File: src/rtl/skvt_pkg.sv
// Shared constants, codes and types for the sorted key/value table.
package skvt_pkg;

  localparam int TABLE_DEPTH = 64;
  localparam int KEY_BYTES = 8;
  localparam int KEY_W = 8 * KEY_BYTES;
  localparam int DATA_W = 64;
  localparam int CNT_W = $clog2(TABLE_DEPTH + 1);
  localparam int COUNT_OUT_W = 7;

  typedef enum logic [1:0] {
    CMD_GET    = 2'd0,
    CMD_ADD    = 2'd1,
    CMD_UPDATE = 2'd2,
    CMD_REMOVE = 2'd3
  } skvt_cmd_t;

  typedef enum logic [1:0] {
    ST_OK   = 2'd0,
    ST_MISS = 2'd1,
    ST_FULL = 2'd2
  } skvt_status_t;

  typedef struct packed {
    logic ins;
    logic rem;
    logic upd;
  } skvt_op_t;

endpackage

File: src/rtl/skvt_cell.sv
// One table cell: holds an entry, compares it with a probe key and shifts with its neighbors.
module skvt_cell (
  input  logic                      clk,
  input  logic                      sample,
  input  logic                      occ,
  input  logic [skvt_pkg::KEY_W-1:0]  probe_key,
  input  skvt_pkg::skvt_op_t        op,
  input  logic [skvt_pkg::KEY_W-1:0]  req_key,
  input  logic [skvt_pkg::DATA_W-1:0] req_value,
  input  logic [skvt_pkg::KEY_W-1:0]  left_key,
  input  logic [skvt_pkg::DATA_W-1:0] left_value,
  input  logic                      left_lt,
  input  logic [skvt_pkg::KEY_W-1:0]  right_key,
  input  logic [skvt_pkg::DATA_W-1:0] right_value,
  output logic [skvt_pkg::KEY_W-1:0]  key,
  output logic [skvt_pkg::DATA_W-1:0] value,
  output logic                      lt,
  output logic                      eq,
  output logic [skvt_pkg::DATA_W-1:0] hit_value
);

  logic match;

  assign match = occ && (key == probe_key);

  always_ff @(posedge clk) begin
    if (sample) begin
      lt <= occ && (key < probe_key);
      eq <= match;
      hit_value <= match ? value : '0;
    end
    priority if (op.ins && !lt) begin
      if (left_lt) begin
        key <= req_key;
        value <= req_value;
      end else begin
        key <= left_key;
        value <= left_value;
      end
    end else if (op.rem && !lt) begin
      key <= right_key;
      value <= right_value;
    end else if (op.upd && eq) begin
      value <= req_value;
    end
  end

endmodule

File: config.mk
export PLATFORM = sky130hd
export DESIGN_NAME = skvt_cell
export DESIGN_NICKNAME = d
export VERILOG_FILES = /design/src/rtl/skvt_pkg.sv /design/src/rtl/skvt_cell.sv
export SDC_FILE = /design/constraint.sdc
export NUM_CORES = 1
export LEC_CHECK = 0
export BUFFER_PORTS_ARGS = -buffer_cell sky130_fd_sc_hd__buf_2
export CORE_AREA = 4 4 250 252
export DETAILED_ROUTE_END_ITERATION = 10
export DIE_AREA = 0 0 254 256
export GPL_ROUTABILITY_DRIVEN = 0
export HOLD_SLACK_MARGIN = 0.05
export MAX_ROUTING_LAYER = met4
export SYNTH_ARGS = -nofsm -noshare
export SYNTH_HDL_FRONTEND = slang
export SYNTH_SLANG_ARGS = --single-unit
File: constraint.sdc
create_clock -name clk -period 5.1 [get_ports clk]
set_clock_uncertainty 0.05 [all_clocks]
set_input_delay 0.255 -clock clk [delete_from_list [all_inputs] [get_ports clk]]
set_output_delay 0.255 -clock clk [all_outputs]
set_load 0.02 [all_outputs]
==> results.tsv, run 1 <==
stage	metric	value	unit
synthesis	warnings from Yosys	0	
placement	placed cells	2261	
synthesis	main combinational cell family by area after synthesis	compound AO/OA/AOI/OAI gates	
synthesis	Synth area leaders	edfxtp_1, ha_1, a222oi_1	
sta	RSZ-0062 raised after global routing	false	
synthesis	sequential element share of the synthesized area	57.0	%
min_path	Worst Hold Class	in -> reg	
synthesis	adder-cell share of the synthesized area	7.83	%
power	P_sw	1.43	mW
sta	Slew Viols, Final	0	
die	Rows	90	
worst_setup_path	CP max stage delay	0.81	ns
sta	f_max	285	MHz
die	starting density of the core	17.0	%
sta	Tcrit/Tclk final	68.9	%
cells_and_area	commonest non-fill, non-tap cell in the layout	buf_2	
worst_setup_path	CP Launch Type	register	
drt	wl on met1	17.6	mm
power	Clk pwr share	30.3	%
sta	Setup TNS Final	0	ns
synthesis	cell taking the most area after synthesis	edfxtp_1	
synthesis	cell area after synthesis	10200	µm²
synthesis	Synth Area in Compound Gates	12.3	%
worst_setup_path	Setup CP Type	reg -> reg	
sta	Fin Hold WS	0.111	ns
worst_setup_path	most common cell type on the critical path	nand4_1	
drt	top sig layer	met4	
sta	final hold viol count	0	
grt	grt total ovfl	0	
cells_and_area	most frequent cells in the layout	buf_2, edfxtp_1, dlygate4sd3_1	
die	core region area	60100	µm²
clock_network	Clock Path Buffers	2	
clock_network	Post-CTS Hold Fix Bufs	188	
run	max_cap viols	0	
drt	ANT nets after route	0	
grt	first-pass GRT wire length	65.2	mm
synthesis	simple-gate share of the synthesized area	9.54	%
synthesis	post-synthesis net count	1388	
power	sw frac	31.2	%
clock_network	CTS Sinks	194	
worst_setup_path	CP max stage cell	nor2_4	
sta	post-layout min period	3.51	ns
worst_setup_path	Crit path max-delay family	simple AND/OR/NAND/NOR gates	
worst_setup_path	Critical Path End Type	register	
synthesis	mux share of post-synthesis cell area	6.26	%
worst_setup_path	reg2reg start	key[46]	
worst_setup_path	CP Buf/Inv Count	1	
power	Reg power frac	44.1	%
worst_setup_path	critical path cell sequence	ha_1 > nand4_1 > nor3_1 > nand4_1 > nor2_4 > buf_4 > and2_1	
min_path	Hold Path Depth	3	
grt	Total GRT Usage	13.8	%
clock_network	Clock Latency Late Sink	0.47	ns
cells_and_area	final non-filler cell total	2482	
clock_network	CTS H-tree depth	4	
clock_network	CTS tree	yes	
drt	drt initial violations	1133	
clock_network	post-CTS setup buffer count	0	
power	Leak Pwr	7.98	nW
worst_setup_path	CP Max Fanout	46	
synthesis	synthesized instance count	869	
clock_network	post-CTS sizing	0	
drt	vias	10500	
sta	Final setup viols	0	
drt	WL met2	23.3	mm
synthesis	XOR/XNOR Fraction of Synth Area	0	%
sta	PnR worst setup slack	1.59	ns
cells_and_area	Nets	2205	
power	maximum vdd ir drop	0.246	mV
placement	post-place setup slack	1.45	ns
grt	largest net degree at the start of global routing	84	
worst_setup_path	arrival time worst endpoint	3.80	ns
synthesis	share of the synthesized area in the top cell type	57.0	%
worst_setup_path	r2r endpoint	hit_value[25]	
drt	vias per inst	4.24	
status	status	completed	
min_path	Hold Crit Endpoint	key[52]	
synthesis	synthesized area per cell	11.8	µm²
power	Power Density	272	nW/µm²
synthesis	flops & latches, synth	194	
grt	antenna violations before repair	1	
clock_network	clock transition at the registers of the reported paths	0.08	ns
placement	Detail Placement HPWL	34.9	mm
min_path	hold_sp	right_key[52]	
placement	# port buffers	648	
sta	Slew @ Worst Pin	0.952	ns
placement	dpl cell area	14300	µm²
cells_and_area	fin area	16800	µm²
worst_setup_path	r2r setup slk	1.59	ns
sta	slew margin rel.	36.6	%
die	Horiz. Die Dim	254	µm
clock_network	Clock Root Buffer	clkbuf_16	
power	power share of the combinational group	25.6	%
synthesis	Synth cell types	34	
worst_setup_path	worst r2r path cells	7	
drt	final wirelength	45.9	mm
die	die area	65000	µm²
die	Vert. Die Dim	256	µm
grt	vias in the first global route	10800	
cells_and_area	fraction of layout cells with a size suffix above 1	41.1	%
drt	WL per Instance	18.5	µm
die	IO Count	649	
drt	DR pass1 iterations	11	
cells_and_area	synthesis-to-finish area growth	64.4	%
clock_network	CTS Buf Count	17	
drt	DRC errors left	0	
drt	metal3 WL	3.54	mm
worst_setup_path	Critical Path RT	5.39	ns
power	internal power	3.15	mW
sequential cells by signal, indices dropped and copies added, names as in the netlist:
signal,count
eq,1
hit_value,64
key,64
lt,1
value,64
stage by stage:
step,power [mW],util [%]
after global routing,4.83,28.0
after global placement,3.04,23.8
after detailed placement,3.07,23.8
after floorplan,2.55,-
after CTS,4.66,28.0
final,4.58,28.0
worst min-delay path, delay by kind of cell:
family | cells | cell delay (ns)
buffers and inverters | 1 | 0.07
AND/OR/NAND/NOR | 1 | 0.03
AO/OA/AOI/OAI | 1 | 0.12
logic make-up (layout without fill, tap and decap cells):
| kind of cell | Yosys count | after routing |
|---|---|---|
| flops | 194 | 194 |
| simple gates | 190 | 190 |
| compound gates | 179 | 179 |
| buf+inv | 178 | 1008 |
| fa+ha+maj | 64 | 64 |
| mux | 64 | 64 |
| other cells | 0 | 1 |
worst max path at each step:
stage	to	from	cells past startpoint	slack (ns)
floorplan	value[0]	lt	2	0.97
global placement	hit_value[25]	key[62]	7	1.49
detailed placement	hit_value[4]	key[62]	7	1.45
CTS	hit_value[25]	key[62]	7	1.43
global route	hit_value[10]	key[62]	7	1.21
finish	hit_value[25]	key[46]	7	1.59
synth_stat cells:
| cell | number |
|---|---|
| a31oi_1 | 2 |
| inv_1 | 131 |
| nand2b_1 | 4 |
| o21ai_1 | 1 |
| nor2b_1 | 2 |
| nand3_1 | 7 |
| o2111ai_1 | 1 |
| nor2_1 | 9 |
| nand4_1 | 13 |
| nor4_4 | 1 |
| buf_1 | 2 |
| ha_1 | 64 |
| and2_1 | 64 |
| o311a_1 | 1 |
| nand4_2 | 1 |
| o21a_1 | 1 |
| buf_2 | 14 |
| nor3_1 | 3 |
| o21ai_0 | 73 |
| a21oi_1 | 27 |
| a2bb2oi_1 | 1 |
| buf_6 | 5 |
| nand2_1 | 81 |
| a22oi_1 | 2 |
| nor3b_1 | 1 |
| clkbuf_1 | 25 |
| and4_1 | 1 |
| edfxtp_1 | 194 |
| a222oi_1 | 64 |
| a21o_1 | 4 |
| buf_4 | 1 |
| a221oi_1 | 2 |
| mux2i_1 | 64 |
| nor4_1 | 3 |
cell type report:
type | instances | area [µm²]
Sequential cell | 194 | 5830
Timing Repair Buffer | 845 | 5200
Clock buffer | 17 | 425
Antenna cell | 1 | 2.50
Multi-Input combinational cell | 497 | 3720
Fill cell | 6255 | 43300
Inverter | 131 | 492
Clock inverter | 15 | 168
Tap cell | 782 | 978
power groups by stage:
stage               Combinational [mW]  Sequential [mW]  Clock, mW
CTS                               1.17             2.02       1.47
global placement                 0.992             2.05          0
floorplan                        0.334             2.22          0
detailed placement                1.01             2.05          0
finish                            1.17             2.02       1.39
global route                      1.27             2.03       1.52
layer usage:
layer,vias to the layer above,GRT usage [%]
met5,-,-
met4,0,5.52
met3,92,3.78
met2,491,23.0
met1,5085,15.7
li1,4851,-
Power figures use the tool's default switching activity.
==> run 2, diff against run 1 <==
- clock period: 5.1 -> 3.1 ns (I/O delays scaled with it)
==> run 2 against run 1 <==
Against the previous run:
- flip-flop and latch count unchanged
- largest power group unchanged
- non-clock buffer count up 63
- highest routed layer unchanged
- critical endpoint is now value[21]
- register-to-register slack worse by 1.4 ns
==> results.tsv, run 2 (same netlist as run 1, synthesis figures left out) <==
stage	metric	value	unit	change
power	Power Density	443	nW/µm²	+62%
drt	DR pass1 iterations	9		-2
cells_and_area	fraction of layout cells with a size suffix above 1	40.2	%	-0.84 points
worst_setup_path	Crit path max-delay family	buffers and inverters		
sta	RSZ-0062 raised after global routing	false		
clock_network	Clock Root Buffer	clkbuf_16		
drt	top sig layer	met4		
clock_network	CTS tree	yes		
clock_network	clock transition at the registers of the reported paths	0.08	ns	about the same
placement	# port buffers	648		unchanged
min_path	Worst Hold Class	in -> reg		
worst_setup_path	Setup CP Type	reg -> reg		
worst_setup_path	most common cell type on the critical path	buf_4		
die	IO Count	649		unchanged
worst_setup_path	Critical Path RT	3.29	ns	-2.10 ns
worst_setup_path	CP max stage delay	0.62	ns	-0.19 ns
clock_network	Clock Path Buffers	2		unchanged
drt	vias per inst	4.25		+0.18%
die	Horiz. Die Dim	254	µm	unchanged
cells_and_area	biggest registers after layout	hit_value x64, key x64, value x64		
cells_and_area	fin area	17500	µm²	+4.4%
worst_setup_path	arrival time worst endpoint	3.08	ns	-0.72 ns
drt	WL per Instance	18.2	µm	-1.4%
sta	post-layout min period	2.89	ns	-0.623 ns
power	maximum vdd ir drop	0.402	mV	+63%
grt	vias in the first global route	11000		+1.8%
grt	first-pass GRT wire length	65.8	mm	+0.95%
sta	final hold viol count	0		unchanged
worst_setup_path	critical path cell sequence	nand2b_4 > o21ai_4 > buf_4 > buf_4 > a222oi_1 > dlygate4sd3_1 > inv_1		
clock_network	Post-CTS Hold Fix Bufs	240		+28%
worst_setup_path	crit path from	lt		
drt	WL met2	23.4	mm	+0.35%
run	max_cap viols	0		unchanged
worst_setup_path	Levels on crit path	7		unchanged
placement	dpl cell area	14500	µm²	+1.1%
grt	largest net degree at the start of global routing	129		+54%
worst_setup_path	CP Max Fanout	55		+20%
placement	Detail Placement HPWL	35.6	mm	+1.8%
worst_setup_path	CP max stage cell	edfxtp_1		
clock_network	CTS Buf Count	17		unchanged
worst_setup_path	Critical Path End Type	register		
clock_network	CTS Sinks	194		unchanged
status	status	completed		
drt	wl on met1	18.1	mm	+3.0%
cells_and_area	Nets	2268		+2.9%
worst_setup_path	CP Launch Type	register		
drt	drt initial violations	1046		-7.7%
sta	Slew Viols, Final	0		unchanged
clock_network	post-CTS sizing	0		unchanged
cells_and_area	Final Core Density	29.2	%	+1.2 points
clock_network	Clock Latency Late Sink	0.48	ns	about the same
worst_setup_path	r2r endpoint	value[21]		
die	core region area	60100	µm²	unchanged
drt	final wirelength	46.4	mm	+1.1%
worst_setup_path	Critical Path End	value[21]		
sta	f_max	346	MHz	+22%
drt	metal3 WL	3.64	mm	+2.7%
worst_setup_path	CP Buf/Inv Count	4		+3
clock_network	post-CTS setup buffer count	0		unchanged
sta	Tcrit/Tclk final	93.3	%	+24 points
die	Vert. Die Dim	256	µm	unchanged
power	Pwr Total	7.77	mW	+70%
power	Leak Pwr	8.40	nW	+5.3%
grt	Total GRT Usage	13.9	%	+0.083 points
die	die area	65000	µm²	unchanged
worst_setup_path	reg2reg start	lt		
cells_and_area	synthesis-to-finish area growth	71.6	%	
cells_and_area	most frequent cells in the layout	buf_2, dlygate4sd3_1, edfxtp_1		
clock_network	CTS H-tree depth	4		unchanged
grt	grt total ovfl	0		unchanged
cells_and_area	commonest non-fill, non-tap cell in the layout	buf_2		
sta	slew margin rel.	35.9	%	-0.66 points
sta	Setup TNS Final	0	ns	unchanged
drt	DRC errors left	0		unchanged
drt	vias	10800		+2.8%
worst_setup_path	worst r2r path cells	7		unchanged
sta	Final setup viols	0		unchanged
die	Rows	90		unchanged
drt	ANT nets after route	0		unchanged
worst_setup_path	r2r setup slk	0.21	ns	-1.38 ns
sta	Slew @ Worst Pin	0.962	ns	+0.00986 ns
die	starting density of the core	17.0	%	unchanged
grt	antenna violations before repair	4		+3
run 2: cell count changes in the layout (fill, tap and decap cells not counted), sizes merged:
cell,delta
buf,+11
clkinv,-2
clkinvlp,-2
diode,+1
dlygate4sd3,+52
inv,+4
run 2: layout make-up:
class	instances	area, µm²
inverter	131	492
clock buffer	17	425
fill	6232	42600
clock inverter	15	218
multi-input combinational	497	3730
sequential	194	5830
timing repair buffer	908	5880
antenna	2	5.00
tap	782	978
run 2: how the worst min path moves through the flow:
stage / endpoint / slack, ns / from / cells after the start
final: key[14] / 0.09 / left_key[14] / 3
after global routing: key[21] / 0.09 / left_key[21] / 3
after CTS: key[49] / 0.05 / req_key[49] / 3
after detailed placement: key[5] / 0.39 / right_key[5] / 3
after global placement: key[2] / 0.39 / right_key[2] / 3
after floorplan: eq / 0.22 / sample / 0
run 2: per-layer routing:
metal,GRT usage [%],up-vias
met4,5.17,0
met3,3.15,85
met1,16.1,5179
li1,-,4979
met2,23.4,567
met5,-,-
run 2: metrics by stage:
stage | setup WS, ns | hold WS, ns | instances
final | 0.209 | 0.0895 | 2546
after global routing | 0.0660 | 0.0882 | 2546
after CTS | 0.203 | 0.0528 | 2544
after detailed placement | 0.232 | 0.386 | 2272
after global placement | 0.325 | 0.387 | 2272
after floorplan | 0.153 | 0.217 | 869
run 2: tightest hold or removal path: stages:
cell and delay [ns]:
buf_2 0.08, mux2i_1 0.05, o21ai_0 0.21
run 2: where the power goes:
group / switching [mW] / total [mW] / internal (mW)
Sequential: 0.139 / 3.31 / 3.17
Combinational: 1.08 / 2.01 / 0.934
Clock: 1.24 / 2.44 / 1.20
Total: 2.46 / 7.77 / 5.31
==> run 3, diff against run 2 <==
- MAX_ROUTING_LAYER: met4 -> unset
==> run 3 against run 2 <==
Against the previous run:
- die area did not move
- combinational power barely moved
- sequential share of layout area barely moved
- sequential power barely moved
- power barely moved
- critical path depth did not move
- non-clock buffer count did not move
- core utilization barely moved
- critical path type unchanged
- largest power group unchanged
==> results.tsv, run 3 (same netlist as run 1, synthesis figures left out) <==
stage	metric	value	unit	change
status	status	completed		
die	die area	65000	µm²	unchanged
clock_network	Clock Root Buffer	clkbuf_16		
worst_setup_path	Setup CP Type	reg -> reg		
sta	Slew Viols, Final	0		unchanged
cells_and_area	fin area	17500	µm²	about the same
clock_network	clock transition at the registers of the reported paths	0.08	ns	about the same
drt	metal3 WL	3.94	mm	+8.3%
sta	post-layout min period	2.90	ns	+0.00522 ns
sta	Tcrit/Tclk final	93.4	%	+0.17 points
power	Leak Pwr	8.40	nW	unchanged
drt	wl on met1	17.7	mm	-2.2%
grt	antenna violations before repair	4		unchanged
drt	drt initial violations	984		-5.9%
run	max_cap viols	0		unchanged
drt	DRC errors left	0		unchanged
placement	Detail Placement HPWL	35.6	mm	unchanged
sta	final hold viol count	0		unchanged
grt	largest net degree at the start of global routing	129		unchanged
die	Vert. Die Dim	256	µm	unchanged
worst_setup_path	arrival time worst endpoint	3.08	ns	about the same
drt	DR pass1 iterations	10		+1
clock_network	Clock Latency Late Sink	0.48	ns	about the same
cells_and_area	final-layout fill cell count	6232		unchanged
clock_network	Clock Path Buffers	2		unchanged
worst_setup_path	CP Max Fanout	55		unchanged
worst_setup_path	critical path cell sequence	nand2b_4 > o21ai_4 > buf_4 > buf_4 > a222oi_1 > dlygate4sd3_1 > inv_1		
sta	Slew @ Worst Pin	0.969	ns	+0.00732 ns
die	starting density of the core	17.0	%	unchanged
power	Power Density	442	nW/µm²	about the same
placement	dpl cell area	14500	µm²	unchanged
clock_network	post-CTS sizing	0		unchanged
worst_setup_path	CP max stage delay	0.62	ns	about the same
worst_setup_path	most common cell type on the critical path	buf_4		
drt	final wirelength	46.3	mm	-0.14%
cells_and_area	Nets	2268		unchanged
clock_network	CTS H-tree depth	4		unchanged
worst_setup_path	CP Buf/Inv Count	4		unchanged
clock_network	CTS Buf Count	17		unchanged
worst_setup_path	Crit path max-delay family	buffers and inverters		
die	IO Count	649		unchanged
cells_and_area	most frequent cells in the layout	buf_2, dlygate4sd3_1, edfxtp_1		
worst_setup_path	CP max stage cell	edfxtp_1		
drt	ANT nets after route	0		unchanged
min_path	Worst Hold Class	in -> reg		
die	Rows	90		unchanged
placement	post-place setup slack	0.232	ns	unchanged
cells_and_area	fraction of layout cells with a size suffix above 1	40.2	%	unchanged
worst_setup_path	CP Launch Type	register		
cells_and_area	commonest non-fill, non-tap cell in the layout	buf_2		
sta	PnR worst setup slack	0.203	ns	-0.00522 ns
worst_setup_path	Critical Path End Type	register		
drt	WL met2	23.3	mm	-0.28%
drt	top sig layer	met5		
drt	WL per Instance	18.2	µm	about the same
grt	first-pass GRT wire length	65.8	mm	about the same
placement	# port buffers	648		unchanged
grt	Total GRT Usage	13.5	%	-0.40 points
grt	vias in the first global route	11100		+0.44%
clock_network	CTS Sinks	194		unchanged
power	maximum vdd ir drop	0.397	mV	-1.1%
drt	vias per inst	4.23		-0.26%
sta	RSZ-0062 raised after global routing	false		
worst_setup_path	Critical Path RT	3.28	ns	about the same
sta	slew margin rel.	35.4	%	-0.49 points
die	Horiz. Die Dim	254	µm	unchanged
sta	f_max	345	MHz	-0.18%
clock_network	CTS tree	yes		
cells_and_area	synthesis-to-finish area growth	71.6	%	about the same
cells_and_area	biggest registers after layout	hit_value x64, key x64, value x64		
drt	vias	10800		-0.30%
sta	Final setup viols	0		unchanged
sta	Setup TNS Final	0	ns	unchanged
grt	grt total ovfl	0		unchanged
die	core region area	60100	µm²	unchanged
[run 3: metrics by stage]
| step | power (mW) | instances | hold slack [ns] | util (%) |
|---|---|---|---|---|
| after floorplan | 4.15 | 869 | 0.217 | - |
| after global placement | 4.99 | 2272 | 0.387 | 24.1 |
| after detailed placement | 5.03 | 2272 | 0.386 | 24.1 |
| after CTS | 7.88 | 2544 | 0.0528 | 29.2 |
| after global routing | 8.16 | 2545 | 0.0883 | 29.2 |
| final | 7.76 | 2545 | 0.0839 | 29.2 |
[run 3: power by group]
| part | switching [mW] | internal, mW | leakage [nW] |
|---|---|---|---|
| Clock | 1.24 | 1.20 | 0.313 |
| Sequential | 0.137 | 3.17 | 1.95 |
| Combinational | 1.08 | 0.934 | 6.14 |
| Total | 2.45 | 5.31 | 8.40 |
[run 3: tightest hold or removal path, stage by stage]
cell and delay, ns:
buf_2 0.08, mux2i_1 0.05, o21ai_0 0.20
[run 3: final cells by class]
| type | instances | area, µm² | share of cell area [%] |
|---|---|---|---|
| Antenna cell | 1 | 2.50 | 0.0143 |
| Clock buffer | 17 | 425 | 2.42 |
| Sequential cell | 194 | 5830 | 33.2 |
| Multi-Input combinational cell | 497 | 3730 | 21.2 |
| Clock inverter | 15 | 218 | 1.24 |
| Tap cell | 782 | 978 | 5.58 |
| Timing Repair Buffer | 908 | 5880 | 33.5 |
| Inverter | 131 | 492 | 2.80 |
[run 3: per-layer routing]
layer | global-route usage, % | vias to the layer above
met5 | 0 | -
met3 | 3.61 | 86
li1 | - | 4980
met4 | 5.30 | 2
met2 | 23.3 | 575
met1 | 15.9 | 5135
[run 3: final timing paths]
kind | to | from | slack (ns) | cells past startpoint
worst min-delay path | key[14] | left_key[14] | 0.08 | 3
worst max register to register | value[21] | lt | 0.20 | 7
worst max-delay path | value[21] | lt | 0.20 | 7
worst min register to register | hit_value[44] | value[44] | 0.50 | 1
[run 3: repair_timing]
action	CTS	global route
endpoints found under the setup margin	0	0
setup buffers	0	0
hold buffers	240	0
hold endpoints to repair	128	0
